==> src/sv/gift128_block_cipher_defines.svh <==
// Assertion macros for the cipher RTL.
`ifndef GIFT128_BLOCK_CIPHER_DEFINES_SVH
`define GIFT128_BLOCK_CIPHER_DEFINES_SVH

`ifndef ASSERT_OFF
// Checked while out of reset.
`define GIFT_ASSERT(lbl, clk, rst_n, prop, msg) \
    lbl: assert property (@(posedge clk) disable iff (!rst_n) prop) else $error(msg);
// Checked at every edge, reset included.
`define GIFT_ASSERT_ALWAYS(lbl, clk, prop, msg) \
    lbl: assert property (@(posedge clk) prop) else $error(msg);
`else
`define GIFT_ASSERT(lbl, clk, rst_n, prop, msg)
`define GIFT_ASSERT_ALWAYS(lbl, clk, prop, msg)
`endif

`endif

==> src/sv/gift_pkg.sv <==
// Types, tables and round functions of the GIFT-128 cipher.
`default_nettype none

package gift_pkg;

    localparam int ROUNDS    = 40;
    localparam int RND_W     = $clog2(ROUNDS);
    localparam int HALF_W    = 64;
    localparam int BLK_W     = 2 * HALF_W;
    localparam int CFG_IDX_W = 2;

    // configuration register indexes
    localparam logic [CFG_IDX_W-1:0] CFG_KEY_HIGH = CFG_IDX_W'(0);
    localparam logic [CFG_IDX_W-1:0] CFG_KEY_LOW  = CFG_IDX_W'(1);

    // operation codes carried by the kind bit
    localparam logic KIND_ENC = 1'b0;
    localparam logic KIND_DEC = 1'b1;

    typedef logic [BLK_W-1:0] blk_t;

    // one pipeline stage: valid bit, operation, block and key for this round
    typedef struct packed {
        logic valid;
        logic kind;
        blk_t blk;
        blk_t key;
    } stage_t;

    localparam logic [3:0] SBOX [16] = '{
        4'h1, 4'hA, 4'h4, 4'hC, 4'h6, 4'hF, 4'h3, 4'h9,
        4'h2, 4'hD, 4'hB, 4'h7, 4'h5, 4'h0, 4'h8, 4'hE
    };
    localparam logic [3:0] SBOX_INV [16] = '{
        4'hD, 4'h0, 4'h8, 4'h6, 4'h2, 4'hC, 4'h4, 4'hB,
        4'hE, 4'h7, 4'h1, 4'hA, 4'h3, 4'h9, 4'hF, 4'h5
    };
    localparam logic [5:0] RCON [40] = '{
        6'h01, 6'h03, 6'h07, 6'h0F, 6'h1F, 6'h3E, 6'h3D, 6'h3B,
        6'h37, 6'h2F, 6'h1E, 6'h3C, 6'h39, 6'h33, 6'h27, 6'h0E,
        6'h1D, 6'h3A, 6'h35, 6'h2B, 6'h16, 6'h2C, 6'h18, 6'h30,
        6'h21, 6'h02, 6'h05, 6'h0B, 6'h17, 6'h2E, 6'h1C, 6'h38,
        6'h31, 6'h23, 6'h06, 6'h0D, 6'h1B, 6'h36, 6'h2D, 6'h1A
    };

    // nibble substitution over all 32 nibbles
    function automatic blk_t sub_cells(blk_t x, logic inv);
        blk_t y;
        for (int i = 0; i < BLK_W / 4; i++) begin
            y[4*i +: 4] = inv ? SBOX_INV[x[4*i +: 4]] : SBOX[x[4*i +: 4]];
        end
        return y;
    endfunction

    // destination of bit i under the forward bit permutation
    function automatic logic [6:0] perm_dest(int i);
        int q;
        int m;
        int b;
        q = i / 16;
        m = i % 16;
        b = i % 4;
        return 7'(4 * q + 32 * ((3 * (m / 4) + b) % 4) + b);
    endfunction

    function automatic blk_t perm_fwd(blk_t x);
        blk_t y;
        for (int i = 0; i < BLK_W; i++) begin
            y[perm_dest(i)] = x[i];
        end
        return y;
    endfunction

    function automatic blk_t perm_inv(blk_t x);
        blk_t y;
        for (int i = 0; i < BLK_W; i++) begin
            y[i] = x[perm_dest(i)];
        end
        return y;
    endfunction

    // round key on bits 4i+1 / 4i+2, constant on bits 4j+3, flip of bit 127
    function automatic blk_t key_mix(blk_t s, blk_t k, logic [5:0] rc);
        blk_t y;
        y = s;
        for (int i = 0; i < 32; i++) begin
            y[4*i+1] = y[4*i+1] ^ k[i];
            y[4*i+2] = y[4*i+2] ^ k[64+i];
        end
        for (int i = 0; i < 6; i++) begin
            y[4*i+3] = y[4*i+3] ^ rc[i];
        end
        y[BLK_W-1] = ~y[BLK_W-1];
        return y;
    endfunction

    // forward key update: words shift down by two, the two low words rotate in on top
    function automatic blk_t key_next(blk_t k);
        return {k[17:16], k[31:18], k[11:0], k[15:12], k[127:96], k[95:64], k[63:32]};
    endfunction

    // inverse of key_next
    function automatic blk_t key_prev(blk_t n);
        return {n[95:64], n[63:32], n[31:0], n[125:112], n[127:126],
                n[99:96], n[111:100]};
    endfunction

    // key of the last round; a fixed rewiring of the master key
    function automatic blk_t key_final(blk_t k);
        blk_t y;
        y = k;
        for (int r = 1; r < ROUNDS; r++) begin
            y = key_next(y);
        end
        return y;
    endfunction

endpackage

`default_nettype wire

==> src/sv/gift_if.sv <==
// Channel interfaces: block requests, block results, configuration writes.
`default_nettype none


interface gift_out_if;
    import gift_pkg::*;
    logic              valid;
    logic              ready;
    logic [HALF_W-1:0] result_high;
    logic [HALF_W-1:0] result_low;
    modport source (output valid, result_high, result_low, input ready);
    modport sink   (input valid, result_high, result_low, output ready);
endinterface


`default_nettype wire

==> src/sv/gift_skid.sv <==
// Output skid register between the round pipeline and the result channel.
`default_nettype none

`include "gift128_block_cipher_defines.svh"

module gift_skid (
    input  wire               clk,
    input  wire               rst_n,
    input  gift_pkg::stage_t  last,
    output logic              en,
    gift_out_if.source        rsp
);
    import gift_pkg::*;

    logic skid_valid_reg;
    logic skid_valid_next;
    blk_t skid_blk_reg;
    blk_t shown;

    // pipeline moves while the skid slot is free
    assign en = !skid_valid_reg;

    assign shown           = skid_valid_reg ? skid_blk_reg : last.blk;
    assign rsp.valid       = skid_valid_reg | last.valid;
    assign rsp.result_high = shown[BLK_W-1:HALF_W];
    assign rsp.result_low  = shown[HALF_W-1:0];

    // slot fills on a stalled beat, drains when taken
    assign skid_valid_next = (skid_valid_reg | last.valid) & !rsp.ready;

    always_ff @(posedge clk or negedge rst_n)
    begin
        if (!rst_n)
        begin
            skid_valid_reg <= 1'b0;
        end
        else
        begin
            skid_valid_reg <= skid_valid_next;
        end
    end

    always_ff @(posedge clk)
    begin
        if (!skid_valid_reg)
        begin
            skid_blk_reg <= last.blk;
        end
    end

    `GIFT_ASSERT(a_skid_fill, clk, rst_n, $rose(skid_valid_reg) |-> $past(last.valid && !rsp.ready), "skid filled without a stalled beat")
    `GIFT_ASSERT(a_skid_hold, clk, rst_n, skid_valid_reg && !rsp.ready |=> skid_valid_reg && $stable(skid_blk_reg), "skid beat lost while stalled")
    `GIFT_ASSERT(a_skid_drain, clk, rst_n, skid_valid_reg && rsp.ready |=> !skid_valid_reg, "skid beat repeated after handoff")

endmodule

`default_nettype wire

==> src/flat_wrapper.sv <==
// flat-port wrapper written by rule: the top's interface ports become plain ports
module gift_skid_flat import gift_pkg::*;
  (clk, rst_n, last, en, rsp_valid, rsp_result_high, rsp_result_low, rsp_ready);
  gift_out_if rsp_i ();
  input  wire clk;
  input  wire rst_n;
  input  gift_pkg::stage_t last;
  output logic en;
  output wire logic [$bits(rsp_i.valid)-1:0] rsp_valid;
  output wire logic [$bits(rsp_i.result_high)-1:0] rsp_result_high;
  output wire logic [$bits(rsp_i.result_low)-1:0] rsp_result_low;
  input wire logic [$bits(rsp_i.ready)-1:0] rsp_ready;
  assign rsp_valid = rsp_i.valid;
  assign rsp_result_high = rsp_i.result_high;
  assign rsp_result_low = rsp_i.result_low;
  assign rsp_i.ready = rsp_ready;
  gift_skid u_core (.clk(clk), .rst_n(rst_n), .last(last), .en(en), .rsp(rsp_i));
endmodule
==> config.mk <==
export PLATFORM = sky130hd
export DESIGN_NAME = gift_skid_flat
export DESIGN_NICKNAME = d
export VERILOG_FILES = /design/src/sv/gift_pkg.sv /design/src/sv/gift_if.sv /design/src/sv/gift_skid.sv /design/src/flat_wrapper.sv
export VERILOG_INCLUDE_DIRS = /design/src /design/src/sv
export SDC_FILE = /design/constraint.sdc
export NUM_CORES = 1
export LEC_CHECK = 0
export BUFFER_PORTS_ARGS = -buffer_cell sky130_fd_sc_hd__buf_2
export CAP_MARGIN = 20
export CELL_PAD_IN_SITES_DETAIL_PLACEMENT = 1
export CELL_PAD_IN_SITES_GLOBAL_PLACEMENT = 2
export CORE_ASPECT_RATIO = 0.9
export CORE_MARGIN = 4
export CORE_UTILIZATION = 20
export CTS_BUF_LIST = sky130_fd_sc_hd__clkbuf_8
export DETAILED_ROUTE_END_ITERATION = 6
export GPL_TIMING_DRIVEN = 0
export PLACE_DENSITY = 0.88
export REMOVE_ABC_BUFFERS = 1
export SETUP_SLACK_MARGIN = 0.5
export SYNTH_ARGS = -nofsm -noshare
export SYNTH_HDL_FRONTEND = slang
export SYNTH_SLANG_ARGS = --single-unit
==> constraint.sdc <==
create_clock -name clk -period 1.2 [get_ports clk]
set_input_delay 0.06 -clock clk [delete_from_list [all_inputs] [get_ports clk]]
set_output_delay 0.06 -clock clk [all_outputs]
set_load 0.02 [all_outputs]
==> flow_summary_export.csv <==
group,metric,value,unit
setup_path,critical_path_peak_fanout,7,
cells_and_area,final_net_count,854,
run_status,run_status,"complete, but fails checks",
cells_and_area,register_area,2590,um2
die,coreArea,22000,um2
clock_network,ctsLongestPathBuffers,2,
clock_network,clock-sinks,129,
cells_and_area,final_cell_mix,"137 x buf_2, 135 x buf_6, 128 x dfxtp_1",
sta,finalWorstPathRequiredPeriod,1.86,ns
clock_network,count_of_hold_buffers_inserted_by_post_cts_repair,4,
route,drt_first_pass_iters,4,
sta,final-hold-violation-count,121,
logic_synthesis,synthDistinctLibCells,10,
sta,final_min_period_over_clock_period,1.55,
grt,grt.overflow.total,0,
die,die-height,151,um
setup_path,worst_ep_required_time,1.14,ns
run_status,violated_checks,"hold timing, setup timing",
cells_and_area,multi_input_area,1890,um2
placed_design,portBuffers,261,
setup_path,arrival,1.80,ns
clock_network,library_cell_used_as_clock_root_buffer,"clkbuf_8",
sta,setup_slack,-0.657,ns
clock_network,cts-buffers-inserted,17,
grt,grt_pass1_vias,3902,
job,max_cap_violations,0,
grt,antenna_violations_before_repair,2,
setup_path,end_kind,"primary output",
placed_design,gp_congestion,0.787,
die,floorplan.io_pins,391,
setup_path,crit_path_cell_trace,"buf_12 -> buf_16 -> mux2_4 -> buf_6",
route,final_antenna_net_count,0,
cells_and_area,largest_reg_flops,128,
cells_and_area,mostFrequentLayoutCell,"buf_2",
grt,first_pass_grt_wire_length,23000,um
clock_network,clk_latency,0.44,ns
sta,setup_violations,258,
pwr,total_leakage_power,0.00394,uW
grt,grt_max_degree,17,
sta,timing.max_slew.rel_slack,0.869,
logic_synthesis,synth_seq_cells,129,
sta,setup-tns-final,-96.05,ns
pwr,power_density,1510,nW/um2
cells_and_area,drive_above_1_share,0.777,
sta,finalHoldWorstSlack,-0.144,ns
sta,maxSlewViolCount,0,
cells_and_area,areaGrowthSynthToFinish,80.9,%
pwr,post-layout-total-power,12300,uW
clock_network,cts.reportedPaths.clkPinSlew,0.08,ns
clock_network,htree_num_levels,4,
setup_path,startpoint_class,"flip-flop",
logic_synthesis,synth.cell_area,4520,um2
sta,clock-skew-final,0.00864,ns
logic_synthesis,synthesis.instances,275,
die,area_enclosed_by_the_die_boundary,25100,um2
setup_path,cp_max_delay_cell,"dfrtp_4",
route,avgRoutedWirePerCell,18.5,um
sta,maxClockFrequency,0.539,GHz
clock_network,cts_tree,"yes",
logic_synthesis,yosysWarningCount,0,
setup_path,cp_top_family,"flip-flops",
die,num_rows,51,
logic_synthesis,seq_area_frac_synth,0.572,
setup_path,worstPathBufferInverterCount,3,
sta,worst_pin_slew,0.197,ns
grt,grt_usage,0.123,
logic_synthesis,syn_area_per_cell,16.4,um2
setup_path,worst_path_largest_cell_delay,0.55,ns
die,initial_standard_cell_utilization_of_the_core,0.206,
die,fp.dieW,167,um
setup_path,crit_type,"reg2out",
route,via_per_inst,3.86,
sta,grt_setup_unrepaired,"true",
cells_and_area,fillers,2305,
min_path,hold_path.class,"in2reg",
route,via_count,3468,
placed_design,place.detailed.hpwl,9590,um
pwr,power.ir.vdd_worst,0.000533,V
route,drc_errors,0,
route,dr.first_iter.drc_count,66,
route,routed_wirelength,16700,um
[final timing paths]
check                                        start                 endpoint  slack, ns  depth (start not counted)
min in group asynchronous                    rst_n    u_core.skid_valid_reg       0.46                          3
max                          u_core.skid_valid_reg       rsp_result_low[39]      -0.66                          4
max in group asynchronous                    rst_n    u_core.skid_valid_reg       0.62                          3
min reg2reg                u_core.skid_blk_reg[26]  u_core.skid_blk_reg[26]       0.47                          1
min                                      last[205]  u_core.skid_blk_reg[77]      -0.14                          2
max reg2reg                  u_core.skid_valid_reg  u_core.skid_blk_reg[67]      -0.33                          5
[per-stage QoR]
stage                     cells  hold slack, ns  setup slack (ns)  instance area (um2)  utilization
after global placement      812          -0.163             -5.27                 6050        0.275
after global routing        899          -0.193            -0.749                 8180        0.373
after detailed placement    814          -0.157            -0.588                 6100        0.278
final                       899          -0.144            -0.657                 8180        0.373
after floorplan             260          -0.236             -3.62                 4380            -
after CTS                   879          -0.193            -0.717                 7700        0.351
[synth_stat cells]
cell type	n	area (um2)
inv_1	1	3.75
mux2_2	41	462
dfrtp_1	1	25.0
buf_6	10	113
or2_1	1	6.26
dfxtp_1	128	2560
mux2_4	87	1310
buf_8	1	15.0
buf_2	4	20.0
o21ba_2	1	10.0
[power breakdown]
group	leakage, uW	internal (uW)	switching (uW)
Clock	0.000206	2170	1850
Combinational	0.00264	1960	1470
Sequential	0.00109	4740	139
Total	0.00394	8870	3460
[timing repair]
item	in CTS	in global routing
cloned	12	2
buffers inserted	17	16
endpoints found under the hold margin	130	122
gates resized for setup	209	93
pin swaps	0	0
endpoints found under the setup margin	259	259
[cell type report]
class,instances,area share
timing repair buffer,314,0.355
sequential,129,0.317
multi-input combinational,130,0.231
tap,291,0.0445
clock buffer,19,0.0320
clock inverter,13,0.0196
antenna,2,0.000612
inverter,1,0.000459
[logic make-up (layout without fill, tap and decap cells)]
family          after synthesis  count (layout)  share of synthesized area
flops                       129             129                      0.572
mux                         128             128                      0.391
buf+inv                      16             347                     0.0335
compound gates                1               1                    0.00221
simple gates                  1               1                    0.00138
other cells                   0               2                          0
[routing by layer]
layer | vias up | GRT usage | part of all wire
met5 | - | 0 | 0
met4 | 0 | 0.0573 | 0.036
met3 | 25 | 0.0564 | 0.094
met2 | 193 | 0.211 | 0.50
met1 | 1648 | 0.130 | 0.37
li1 | 1602 | - | -
Power figures use the tool's default switching activity.
