[src/sv/gift128_block_cipher_defines.svh]
// Assertion macros for the cipher RTL.
`ifndef GIFT128_BLOCK_CIPHER_DEFINES_SVH
`define GIFT128_BLOCK_CIPHER_DEFINES_SVH

`ifndef ASSERT_OFF
// Checked while out of reset.
`define GIFT_ASSERT(lbl, clk, rst_n, prop, msg) \
    lbl: assert property (@(posedge clk) disable iff (!rst_n) prop) else $error(msg);
// Checked at every edge, reset included.
`define GIFT_ASSERT_ALWAYS(lbl, clk, prop, msg) \
    lbl: assert property (@(posedge clk) prop) else $error(msg);
`else
`define GIFT_ASSERT(lbl, clk, rst_n, prop, msg)
`define GIFT_ASSERT_ALWAYS(lbl, clk, prop, msg)
`endif

`endif

[src/sv/gift_pkg.sv]
// Types, tables and round functions of the GIFT-128 cipher.
`default_nettype none

package gift_pkg;

    localparam int ROUNDS    = 40;
    localparam int RND_W     = $clog2(ROUNDS);
    localparam int HALF_W    = 64;
    localparam int BLK_W     = 2 * HALF_W;
    localparam int CFG_IDX_W = 2;

    // configuration register indexes
    localparam logic [CFG_IDX_W-1:0] CFG_KEY_HIGH = CFG_IDX_W'(0);
    localparam logic [CFG_IDX_W-1:0] CFG_KEY_LOW  = CFG_IDX_W'(1);

    // operation codes carried by the kind bit
    localparam logic KIND_ENC = 1'b0;
    localparam logic KIND_DEC = 1'b1;

    typedef logic [BLK_W-1:0] blk_t;

    // one pipeline stage: valid bit, operation, block and key for this round
    typedef struct packed {
        logic valid;
        logic kind;
        blk_t blk;
        blk_t key;
    } stage_t;

    localparam logic [3:0] SBOX [16] = '{
        4'h1, 4'hA, 4'h4, 4'hC, 4'h6, 4'hF, 4'h3, 4'h9,
        4'h2, 4'hD, 4'hB, 4'h7, 4'h5, 4'h0, 4'h8, 4'hE
    };
    localparam logic [3:0] SBOX_INV [16] = '{
        4'hD, 4'h0, 4'h8, 4'h6, 4'h2, 4'hC, 4'h4, 4'hB,
        4'hE, 4'h7, 4'h1, 4'hA, 4'h3, 4'h9, 4'hF, 4'h5
    };
    localparam logic [5:0] RCON [40] = '{
        6'h01, 6'h03, 6'h07, 6'h0F, 6'h1F, 6'h3E, 6'h3D, 6'h3B,
        6'h37, 6'h2F, 6'h1E, 6'h3C, 6'h39, 6'h33, 6'h27, 6'h0E,
        6'h1D, 6'h3A, 6'h35, 6'h2B, 6'h16, 6'h2C, 6'h18, 6'h30,
        6'h21, 6'h02, 6'h05, 6'h0B, 6'h17, 6'h2E, 6'h1C, 6'h38,
        6'h31, 6'h23, 6'h06, 6'h0D, 6'h1B, 6'h36, 6'h2D, 6'h1A
    };

    // nibble substitution over all 32 nibbles
    function automatic blk_t sub_cells(blk_t x, logic inv);
        blk_t y;
        for (int i = 0; i < BLK_W / 4; i++) begin
            y[4*i +: 4] = inv ? SBOX_INV[x[4*i +: 4]] : SBOX[x[4*i +: 4]];
        end
        return y;
    endfunction

    // destination of bit i under the forward bit permutation
    function automatic logic [6:0] perm_dest(int i);
        int q;
        int m;
        int b;
        q = i / 16;
        m = i % 16;
        b = i % 4;
        return 7'(4 * q + 32 * ((3 * (m / 4) + b) % 4) + b);
    endfunction

    function automatic blk_t perm_fwd(blk_t x);
        blk_t y;
        for (int i = 0; i < BLK_W; i++) begin
            y[perm_dest(i)] = x[i];
        end
        return y;
    endfunction

    function automatic blk_t perm_inv(blk_t x);
        blk_t y;
        for (int i = 0; i < BLK_W; i++) begin
            y[i] = x[perm_dest(i)];
        end
        return y;
    endfunction

    // round key on bits 4i+1 / 4i+2, constant on bits 4j+3, flip of bit 127
    function automatic blk_t key_mix(blk_t s, blk_t k, logic [5:0] rc);
        blk_t y;
        y = s;
        for (int i = 0; i < 32; i++) begin
            y[4*i+1] = y[4*i+1] ^ k[i];
            y[4*i+2] = y[4*i+2] ^ k[64+i];
        end
        for (int i = 0; i < 6; i++) begin
            y[4*i+3] = y[4*i+3] ^ rc[i];
        end
        y[BLK_W-1] = ~y[BLK_W-1];
        return y;
    endfunction

    // forward key update: words shift down by two, the two low words rotate in on top
    function automatic blk_t key_next(blk_t k);
        return {k[17:16], k[31:18], k[11:0], k[15:12], k[127:96], k[95:64], k[63:32]};
    endfunction

    // inverse of key_next
    function automatic blk_t key_prev(blk_t n);
        return {n[95:64], n[63:32], n[31:0], n[125:112], n[127:126],
                n[99:96], n[111:100]};
    endfunction

    // key of the last round; a fixed rewiring of the master key
    function automatic blk_t key_final(blk_t k);
        blk_t y;
        y = k;
        for (int r = 1; r < ROUNDS; r++) begin
            y = key_next(y);
        end
        return y;
    endfunction

endpackage

`default_nettype wire

[src/sv/gift_stage.sv]
// One registered cipher round, encrypt or decrypt per beat.
`default_nettype none

module gift_stage (
    input  wire                         clk,
    input  wire                         rst_n,
    input  wire                         en,
    input  wire  [gift_pkg::RND_W-1:0]  rnd,
    input  gift_pkg::stage_t            prev,
    output gift_pkg::stage_t            curr
);
    import gift_pkg::*;

    logic             valid_reg;
    logic             kind_reg;
    blk_t             blk_reg;
    blk_t             key_reg;
    blk_t             blk_next;
    blk_t             key_next_v;
    blk_t             enc_blk;
    blk_t             dec_blk;
    logic [RND_W-1:0] dec_rnd;

    // decryption walks the rounds from the top
    assign dec_rnd = RND_W'(ROUNDS - 1) - rnd;

    // both round directions, picked by the beat's kind
    always_comb
    begin
        enc_blk = key_mix(perm_fwd(sub_cells(prev.blk, 1'b0)), prev.key, RCON[rnd]);
        dec_blk = sub_cells(perm_inv(key_mix(prev.blk, prev.key, RCON[dec_rnd])),
                            1'b1);
        if (prev.kind == KIND_DEC)
        begin
            blk_next   = dec_blk;
            key_next_v = key_prev(prev.key);
        end
        else
        begin
            blk_next   = enc_blk;
            key_next_v = key_next(prev.key);
        end
    end

    // valid bit
    always_ff @(posedge clk or negedge rst_n)
    begin
        if (!rst_n)
        begin
            valid_reg <= 1'b0;
        end
        else if (en)
        begin
            valid_reg <= prev.valid;
        end
    end

    // payload
    always_ff @(posedge clk)
    begin
        if (en)
        begin
            kind_reg <= prev.kind;
            blk_reg  <= blk_next;
            key_reg  <= key_next_v;
        end
    end

    assign curr = '{valid: valid_reg, kind: kind_reg, blk: blk_reg, key: key_reg};

endmodule

`default_nettype wire

[config.mk]
export PLATFORM = sky130hd
export DESIGN_NAME = gift_stage
export DESIGN_NICKNAME = d
export VERILOG_FILES = /design/src/sv/gift128_block_cipher_defines.svh /design/src/sv/gift_pkg.sv /design/src/sv/gift_stage.sv
export SDC_FILE = /design/constraint.sdc
export NUM_CORES = 1
export LEC_CHECK = 0
export BUFFER_PORTS_ARGS = -buffer_cell sky130_fd_sc_hd__buf_2
export CAP_MARGIN = 20
export CORE_AREA = 2 2 267 269
export CTS_CLUSTER_DIAMETER = 80
export CTS_CLUSTER_SIZE = 25
export DETAILED_ROUTE_END_ITERATION = 12
export DIE_AREA = 0 0 269 271
export GPL_TIMING_DRIVEN = 0
export HOLD_SLACK_MARGIN = 0.15
export PLACE_DENSITY_LB_ADDON = 0.05
export SYNTH_ARGS = -nofsm -noshare
export SYNTH_HDL_FRONTEND = slang
export SYNTH_SLANG_ARGS = --single-unit
[constraint.sdc]
create_clock -name clk -period 0.8 [get_ports clk]
set_input_delay 0.04 -clock clk [delete_from_list [all_inputs] [get_ports clk]]
set_output_delay 0.04 -clock clk [all_outputs]
set_load 0.005 [all_outputs]
==> results of run 1 <==
routing by layer:
layer / routed length [µm] / global-route usage / up-vias
li1: - / - / 9640
met1: 44900 / 0.363 / 10400
met5: 48 / 0 / -
met4: 4160 / 0.0896 / 8
met3: 7050 / 0.0456 / 145
met2: 51900 / 0.472 / 694
area by class of cell:
type	count	area (µm²)
fill	6188	32700
buffer	117	1520
clock buffer	26	608
sequential	258	7740
multi-input combinational	1693	17700
antenna	12	30.0
clock inverter	18	248
tap	940	1180
timing repair buffer	888	7420
inverter	110	594
cell usage after synthesis, types with 5 or more instances:
cell	count
a31oi_1	12
nand3_1	27
nand2b_1	9
a211oi_1	38
nor2_1	224
inv_1	109
ha_1	199
buf_2	9
xor2_1	38
o21ai_0	113
nor3_1	20
mux4_2	5
a21oi_1	252
o211ai_1	33
edfxtp_1	257
clkbuf_1	94
xnor2_1	229
o22ai_1	5
mux2_2	163
mux2i_1	108
or2_2	5
a311oi_1	7
nor2b_1	27
buf_1	13
nand2_1	107
o311ai_0	12
cells in the final DEF (no fill, tap or decap), types with 33 or more instances in the layout:
master	netlist	final
nand2_1	107	101
xnor2_1	229	148
ha_4	0	109
buf_6	1	82
mux2i_1	108	92
o21ai_1	2	46
mux2_2	163	58
edfxtp_1	257	257
ha_1	199	74
dlygate4sd3_1	0	106
buf_4	3	188
buf_12	0	69
o211ai_1	33	33
xnor2_4	2	54
nor2_1	224	197
buf_2	9	399
inv_1	109	36
a21oi_2	0	97
mux2_4	0	106
clkbuf_16	0	53
o21ai_0	113	38
a21oi_1	252	137
dlymetal6s4s_1	0	40
timing repair:
action / 4_1_cts / 5_1_grt
gates resized for setup: 665 / 412
cloned: 3 / 3
hold buffers: 148 / 10
endpoints found under the hold margin: 261 / 111
pin swaps: 229 / 266
setup endpoints to repair: 462 / 483
setup buffers: 162 / 86
through the flow:
step / setup slack, ns / hold WS [ns] / utilization / TNS, ns
after floorplan: -1.40 / -0.256 / - / -99.69
after global placement: -4.47 / -0.185 / 0.404 / -1353.82
after detailed placement: -2.25 / -0.182 / 0.405 / -362.46
after CTS: -1.12 / -0.189 / 0.498 / -146.05
after global routing: -1.19 / -0.181 / 0.531 / -140.21
final: -1.14 / -0.169 / 0.531 / -125.49
power groups by stage:
| stage | registers, mW | clock network, mW | logic, mW |
|---|---|---|---|
| 3_3_place_gp | 17.8 | 0 | 17.4 |
| 6_report | 17.4 | 13.0 | 24.0 |
| 3_5_place_dp | 17.7 | 0 | 17.6 |
| 5_1_grt | 17.5 | 13.8 | 25.4 |
| 2_1_floorplan | 17.7 | 0 | 10.3 |
| 4_1_cts | 17.4 | 13.3 | 21.7 |
cell families (layout without fill, tap and decap cells):
| family | after synthesis | after routing | share of synthesized area |
|---|---|---|---|
| buffers and inverters | 231 | 1159 | 0.0422 |
| DFF | 258 | 258 | 0.360 |
| and+or+nand+nor | 439 | 439 | 0.0877 |
| xor gates and xnor gates | 274 | 274 | 0.115 |
| other | 0 | 12 | 0 |
| AOI/OAI and AO/OA | 503 | 503 | 0.137 |
| adders and majority gates | 199 | 199 | 0.116 |
| muxes | 278 | 278 | 0.143 |
worst max-delay path, cell delays in order:
cell and delay (ns):
buf_8 0.08, clkbuf_16 0.14, inv_8 0.04, ha_4 0.32, buf_8 0.15, nor2_4 0.03
a32oi_2 0.27, a41oi_4 0.27, xnor2_4 0.34, mux2i_1 0.26, xnor2_1 0.18, a21oi_1 0.14
worst min path at each step:
stage,startpoint,end,slack [ns],cells after the start
floorplan,rst_n,valid_reg,-0.26,0
global placement,rst_n,valid_reg,-0.18,1
detailed placement,rst_n,valid_reg,-0.18,1
CTS,en,blk_reg[0],-0.19,1
global route,en,blk_reg[8],-0.18,1
finish,en,blk_reg[0],-0.17,1
==> results_dict.tcl, run 1 <==
set metrics [dict create \
    cts_tree "yes" \
    dp_hpwl_um 77100 \
    drc 0 \
    violations "negative hold slack, negative setup slack" \
    setup_violations 386 \
    p_per_area_nw_per_um2 1470 \
    fin_crit_ns 1.94 \
    root_buffer "clkbuf_16" \
    crit_start "rnd[4]" \
    fmax_mhz 515 \
    synth_top_area_cell "edfxtp_1" \
    place_congestion 0.884 \
    syn_area_per_cell_um2 9.86 \
    drv_cap 0 \
    crit_path_max_fanout 8 \
    crit_end "blk_reg[94]" \
    insertion_delay_ns 0.58 \
    fp.dieArea_um2 72900 \
    io_buffer_count 487 \
    syn_inst 2182 \
    die_h_um 271 \
    core_area_um2 69800 \
    ys_warn_count 0 \
    placed_cells 3614 \
    grt_pass1_wl_um 146000 \
    synth_top_area_share 0.359 \
    finalInstanceArea_um2 37100 \
    reg2regPathDepth 1 \
    synth_ff_type "edfxtp_1" \
    grt.overflow.total 0 \
    ios 525 \
    status "finished, violations left" \
    yosysSeqAreaShare 0.360 \
    switching_share 0.362 \
    clockBufferDepth 3 \
    grt_pass1_vias 20500 \
    area_growth_pct 72.3 \
    slew_headroom 0.397 \
    p_comb_frac 0.442 \
    drt-initial-drc-count 1462 \
    dr.pass1.iters 5 \
    stdcell_count 4062 \
    clockPowerShare 0.240 \
    p_leak_nw 15.2 \
    clkTransAtPathRegs_ns 0.09 \
    antenna_found_initial 17 \
    place_area_um2 28300 \
    share_seq_of_total_power 0.319 \
    wl_per_cell_um 26.6 \
    worstPathArrival_ns 2.26 \
    drive_gt1_frac 0.532 \
    start_kind "input port" \
    worstMarginPinSlew_ns 0.902 \
    hp-class "in2reg" \
    finalClockSkew_ns 0 \
    die_w_um 269 \
    ys_ff_latch 258 \
    track_usage 0.280 \
    routed_wirelength_um 108000 \
    crit_required_ns 1.12 \
    ir_drop_uv 1530 \
    vias 20800 \
    critPathKind "in2reg" \
    grt_setup_unrepaired "true" \
    antenna_left 0 \
    setup_ws_ns -1.14 \
    finalHoldViolCount 39 \
    p_total_mw 54.5 \
    p_sw_mw 19.7 \
    end_kind "flip-flop" \
    synth.area.top_cells "edfxtp_1 (36%), ha_1 (12%), xnor2_1 (9.3%), mux2_2 (8.5%), a21oi_1 (5.9%)" \
    post-route-period-util 2.42 \
    synth_cell_types 75 \
    syn-cell-area_um2 21500 \
    nNetsFinal 3558 \
    slew_violations 0 \
    reg2reg_from "valid_reg" \
    rows 97 \
    grt_max_degree 121 \
    p_int_mw 34.8 \
    cts_sinks 258 \
    async_reset_ff_frac 0.00388 \
    r2r-end "valid_reg" \
    r2r_setup_slack_ns 0.04 \
    cts_buffers 24 \
    syn_nets 2648 \
    htreeDepth 1 \
    start_util 0.308 \
    hold_slack_ns -0.169 \
    vias_per_cell 5.13 \
    synth_edf_count 257 \
]
(Power assumes the default switching activity.)
==> inputs of run 2 (changes only) <==
--- a/config.mk
+++ b/config.mk
@@ -8,6 +8,7 @@
 export BUFFER_PORTS_ARGS = -buffer_cell sky130_fd_sc_hd__buf_2
 export CAP_MARGIN = 20
 export CORE_AREA = 2 2 267 269
+export CTS_BUF_LIST = sky130_fd_sc_hd__clkbuf_2
 export CTS_CLUSTER_DIAMETER = 80
 export CTS_CLUSTER_SIZE = 25
 export DETAILED_ROUTE_END_ITERATION = 12
==> results_dict.tcl, run 2 (synthesis gave the netlist of run 1 again) <==
set metrics [dict create \
    reg2reg_from "valid_reg" \
    place_congestion 0.884 \
    antenna_found_initial 32 \
    hp-class "in2reg" \
    r2r-end "valid_reg" \
    end_kind "primary output" \
    htreeDepth 1 \
    crit_required_ns 0.76 \
    violations "negative hold slack, negative setup slack" \
    slew_violations 0 \
    dr.pass1.iters 5 \
    cts_buffers 24 \
    worstMarginPinSlew_ns 1.05 \
    track_usage 0.275 \
    ir_drop_uv 960 \
    post-route-period-util 2.39 \
    worst-path-buf-inv 1 \
    nNetsFinal 3713 \
    setup_violations 483 \
    setup_ws_ns -1.11 \
    drc 0 \
    start_util 0.308 \
    reg2regPathDepth 1 \
    hold_start "en" \
    p_per_area_nw_per_um2 1350 \
    clkTransAtPathRegs_ns 0.38 \
    crit_path_cell_trace "buf_2" \
    dp_hpwl_um 77100 \
    fmax_mhz 522 \
    hold_slack_ns -0.634 \
    grt_pass1_wl_um 144000 \
    place_area_um2 28300 \
    crit_end "curr[156]" \
    cts_tree "yes" \
    vias 21100 \
    insertion_delay_ns 1.08 \
    grt_pass1_vias 20600 \
    drive_gt1_frac 0.395 \
    finalHoldViolCount 259 \
    io_buffer_count 487 \
    cpPeakStageDelay_ns 0.56 \
    p_leak_nw 14.8 \
    grt.overflow.total 0 \
    cp_slowest_cell "edfxtp_1" \
    clockBufferDepth 3 \
    core_area_um2 69800 \
    ios 525 \
    antenna_left 0 \
    r2r_setup_slack_ns 0.03 \
    drv_cap 0 \
    final_cell_mix "buf_2 (484), dlygate4sd3_1 (402), edfxtp_1 (257)" \
    num-fill-cells 6526 \
    stdcell_count 4222 \
    wl_per_cell_um 24.9 \
    finalClockSkew_ns 0 \
    start_kind "flip-flop" \
    placed_cells 3614 \
    rows 97 \
    crit_start "blk_reg[28]" \
    routed_wirelength_um 105000 \
    critPathKind "reg2out" \
    area_growth_pct 64.0 \
    fp.dieArea_um2 72900 \
    vias_per_cell 5.00 \
    die_h_um 271 \
    crit_family "flip-flops" \
    slew_headroom 0.301 \
    root_buffer "clkbuf_2" \
    grt_max_degree 121 \
    p_total_mw 47.6 \
    die_w_um 269 \
    layout_commonest_cell "buf_2" \
    worstPathArrival_ns 1.87 \
    drt-initial-drc-count 1562 \
    grt_setup_unrepaired "true" \
    status "finished, violations left" \
    cts_sinks 258 \
    finalInstanceArea_um2 35300 \
    cp.depth 1 \
    crit_path_max_fanout 1 \
    fin_crit_ns 1.91 \
]
run 2: changes by cell type in the layout (fill, tap and decap cells not counted), moves of 32 or more:
cell           change
a21oi_1           +65
buf_12            -55
ha_1              +55
ha_4              -55
clkbuf_2          +32
dlygate4sd3_1    +296
buf_2             +85
a21oi_2           -49
buf_6             -53
buf_4             -84
run 2: final cells by class:
cell class                      instances  area [µm²]  area share
Antenna cell                           17        42.5     0.00121
Buffer                                118        1370      0.0387
Clock buffer                           26         130     0.00369
Sequential cell                       258        7740       0.219
Tap cell                              940        1180      0.0333
Multi-Input combinational cell       1693       16100       0.455
Inverter                              110         505      0.0143
Clock inverter                         18         262     0.00741
Timing Repair Buffer                 1042        8010       0.227
run 2: worst min-delay path by stage:
stage	end	slack [ns]	depth (start not counted)
2_1_floorplan	valid_reg	-0.26	0
3_3_place_gp	valid_reg	-0.18	1
3_5_place_dp	valid_reg	-0.18	1
4_1_cts	blk_reg[0]	-0.75	3
5_1_grt	blk_reg[0]	-0.73	3
6_report	blk_reg[0]	-0.63	3
run 2: where the power goes:
| part | total, mW | switching, mW | leakage (nW) | internal, mW |
|---|---|---|---|---|
| sequential | 17.4 | 0.527 | 2.53 | 16.8 |
| clock | 8.36 | 6.15 | 0.238 | 2.21 |
| combinational | 21.8 | 11.4 | 12.0 | 10.5 |
| total | 47.6 | 18.1 | 14.8 | 29.5 |
run 2: per-layer routing:
layer,track usage,vias up,part of all wire
met4,0.0963,26,0.039
li1,-,9940,-
met2,0.463,720,0.48
met1,0.355,10300,0.42
met3,0.0440,159,0.062
met5,0,-,0.0016
run 2: repair_timing:
item | CTS | global route
resized for setup | 116 | 241
endpoints found under the setup margin | 308 | 483
hold buffers | 420 | 151
buffers inserted | 38 | 92
pin swaps | 41 | 90
gates cloned | 1 | 0
hold endpoints to repair | 516 | 515
run 2: metrics by stage:
step           setup slack, ns   util  hold WS [ns]  TNS (ns)
2_1_floorplan            -1.40      -        -0.256    -99.69
3_3_place_gp             -4.47  0.404        -0.185  -1353.82
3_5_place_dp             -2.25  0.405        -0.182   -362.46
4_1_cts                  -1.24  0.483        -0.746   -371.02
5_1_grt                  -1.20  0.505        -0.728   -363.10
6_report                 -1.11  0.506        -0.634   -342.20
==> inputs of run 3 (changes only) <==
--- a/config.mk
+++ b/config.mk
@@ -7,12 +7,12 @@
 export LEC_CHECK = 0
 export BUFFER_PORTS_ARGS = -buffer_cell sky130_fd_sc_hd__buf_2
 export CAP_MARGIN = 20
-export CORE_AREA = 2 2 267 269
+export CORE_AREA = 2 2 222 224
 export CTS_BUF_LIST = sky130_fd_sc_hd__clkbuf_2
 export CTS_CLUSTER_DIAMETER = 80
 export CTS_CLUSTER_SIZE = 25
 export DETAILED_ROUTE_END_ITERATION = 12
-export DIE_AREA = 0 0 269 271
+export DIE_AREA = 0 0 224 226
 export GPL_TIMING_DRIVEN = 0
 export HOLD_SLACK_MARGIN = 0.15
 export PLACE_DENSITY_LB_ADDON = 0.05
==> constraint.sdc (replaced) <==
create_clock -name clk -period 2.06 [get_ports clk]
set_input_delay 0.103 -clock clk [delete_from_list [all_inputs] [get_ports clk]]
set_output_delay 0.103 -clock clk [all_outputs]
set_load 0.005 [all_outputs]
==> results_dict.tcl, run 3 (synthesis gave the netlist of run 1 again) <==
set metrics [dict create \
    post-route-period-util 1.05 \
    finalClockSkew_ns 0 \
    hold_slack_ns 0.177 \
    htreeDepth 1 \
    ios 525 \
    worstMarginPinSlew_ns 1.19 \
    crit_required_ns 2.88 \
    ir_drop_uv 529 \
    p_leak_nw 13.4 \
    grt.overflow.total 0 \
    place_congestion 0.954 \
    p_per_area_nw_per_um2 537 \
    dr.pass1.iters 9 \
    finalInstanceArea_um2 32000 \
    post-place-ws_ns -1.46 \
    p_total_mw 17.2 \
    switching_share 0.370 \
    antenna_left 0 \
    fin_util 0.662 \
    cpMostUsedCell "o21ai_0" \
    crit_path_cell_trace "dlygate4sd3_1 > clkbuf_1 > xnor2_1 > xor2_1 > o21ai_0 > nand2_1 > o21ai_0" \
    die_h_um 226 \
    drive_gt1_frac 0.234 \
    drt-initial-drc-count 2069 \
    setup_tns_ns -0.467 \
    insertion_delay_ns 0.99 \
    fin_crit_ns 2.15 \
    core_area_um2 48300 \
    drc 0 \
    grt_max_degree 123 \
    setup_violations 12 \
    cp_slowest_cell "xnor2_1" \
    violations "negative setup slack" \
    track_usage 0.367 \
    root_buffer "clkbuf_2" \
    dp_hpwl_um 68100 \
    fp.dieArea_um2 50600 \
    seqCellArea_um2 7740 \
    end_kind "flip-flop" \
    stdcell_count 3985 \
    grt_pass1_wl_um 137000 \
    placed_cells 3296 \
    p_int_mw 10.8 \
    cpPeakStageDelay_ns 0.88 \
    share_seq_of_total_power 0.394 \
    fmax_mhz 464 \
    slew_headroom 0.209 \
    start_util 0.445 \
    vias_per_cell 5.53 \
    clockPowerShare 0.176 \
    area_growth_pct 48.7 \
    grt_pass1_vias 21700 \
    slew_violations 0 \
    vias 22100 \
    p_comb_frac 0.429 \
    num-fill-cells 3911 \
    cp.depth 7 \
    grt_setup_unrepaired "true" \
    io_buffer_count 487 \
    rows 81 \
    cts_tree "yes" \
    start_kind "input port" \
    nNetsFinal 3804 \
    worst-path-buf-inv 2 \
    reg2regPathDepth 2 \
    hold_depth 5 \
    routed_wirelength_um 96400 \
    drv_cap 0 \
    clkTransAtPathRegs_ns 0.33 \
    multi_input_area_um2 13100 \
    final_cell_mix "dlygate4sd3_1 (634), buf_2 (490), edfxtp_1 (257)" \
    layout_commonest_cell "dlygate4sd3_1" \
    hp-class "in2reg" \
    place_area_um2 25100 \
    antenna_found_initial 15 \
    crit_path_max_fanout 9 \
    p_sw_mw 6.36 \
    critPathKind "in2reg" \
    cts_sinks 258 \
    die_w_um 224 \
    finalHoldViolCount 0 \
    crit_family "XOR/XNOR gates" \
    status "finished, violations left" \
    cts_buffers 22 \
    clockBufferDepth 3 \
    worstPathArrival_ns 2.97 \
    setup_ws_ns -0.0943 \
    wl_per_cell_um 24.2 \
]
## run 3: cell count changes in the layout (fill, tap and decap cells not counted), sizes merged
cell / change
clkdlybuf4s15: +1
clkbuf: -7
buf: -120
diode: -8
inv: +15
clkinvlp: -14
dlymetal6s4s: -15
dlygate4sd3: +232
clkinv: -1
dlymetal6s2s: -2
## run 3: worst reg2reg max path, stage by stage, from the launching register on
cell,delay [ns]
dfrtp_1,0.45
mux2_2,0.25
dlygate4sd3_1,0.56
## run 3: power by group through the flow
stage	Combinational, mW	Clock (mW)	Sequential, mW
floorplan	3.30	0	6.89
global placement	5.70	0	6.91
detailed placement	5.81	0	6.88
CTS	7.16	3.09	6.76
global route	7.88	3.21	6.82
finish	7.38	3.03	6.78
## run 3: layout make-up
cell class	count	area share
Buffer	120	0.0175
Timing Repair Buffer	1133	0.281
Inverter	110	0.0136
Clock inverter	18	0.00805
Sequential cell	258	0.242
Antenna cell	9	0.000704
Clock buffer	22	0.00344
Multi-Input combinational cell	1693	0.410
Tap cell	622	0.0243
## run 3: timing repair
action	4_1_cts	5_1_grt
buffers inserted	0	6
gates resized for setup	1	36
hold endpoints to repair	516	0
hold buffers	646	0
endpoints found under the setup margin	11	29
pin swaps	0	1
## run 3: final timing paths
check,start,slack (ns),to
hold reg to reg,valid_reg,1.11,valid_reg
setup / recovery,prev[222],-0.09,blk_reg[115]
setup reg to reg,valid_reg,0.73,valid_reg
hold / removal,prev[90],0.18,blk_reg[46]
max in group asynchronous,rst_n,1.53,valid_reg
min in group asynchronous,rst_n,0.44,valid_reg
## run 3: layer usage
| layer | vias to the layer above | global-route usage | part of all wire |
|---|---|---|---|
| met5 | - | 0 | 0.0011 |
| met3 | 240 | 0.0557 | 0.079 |
| met2 | 1068 | 0.605 | 0.46 |
| met4 | 16 | 0.174 | 0.052 |
| li1 | 10100 | - | - |
| met1 | 10600 | 0.473 | 0.41 |
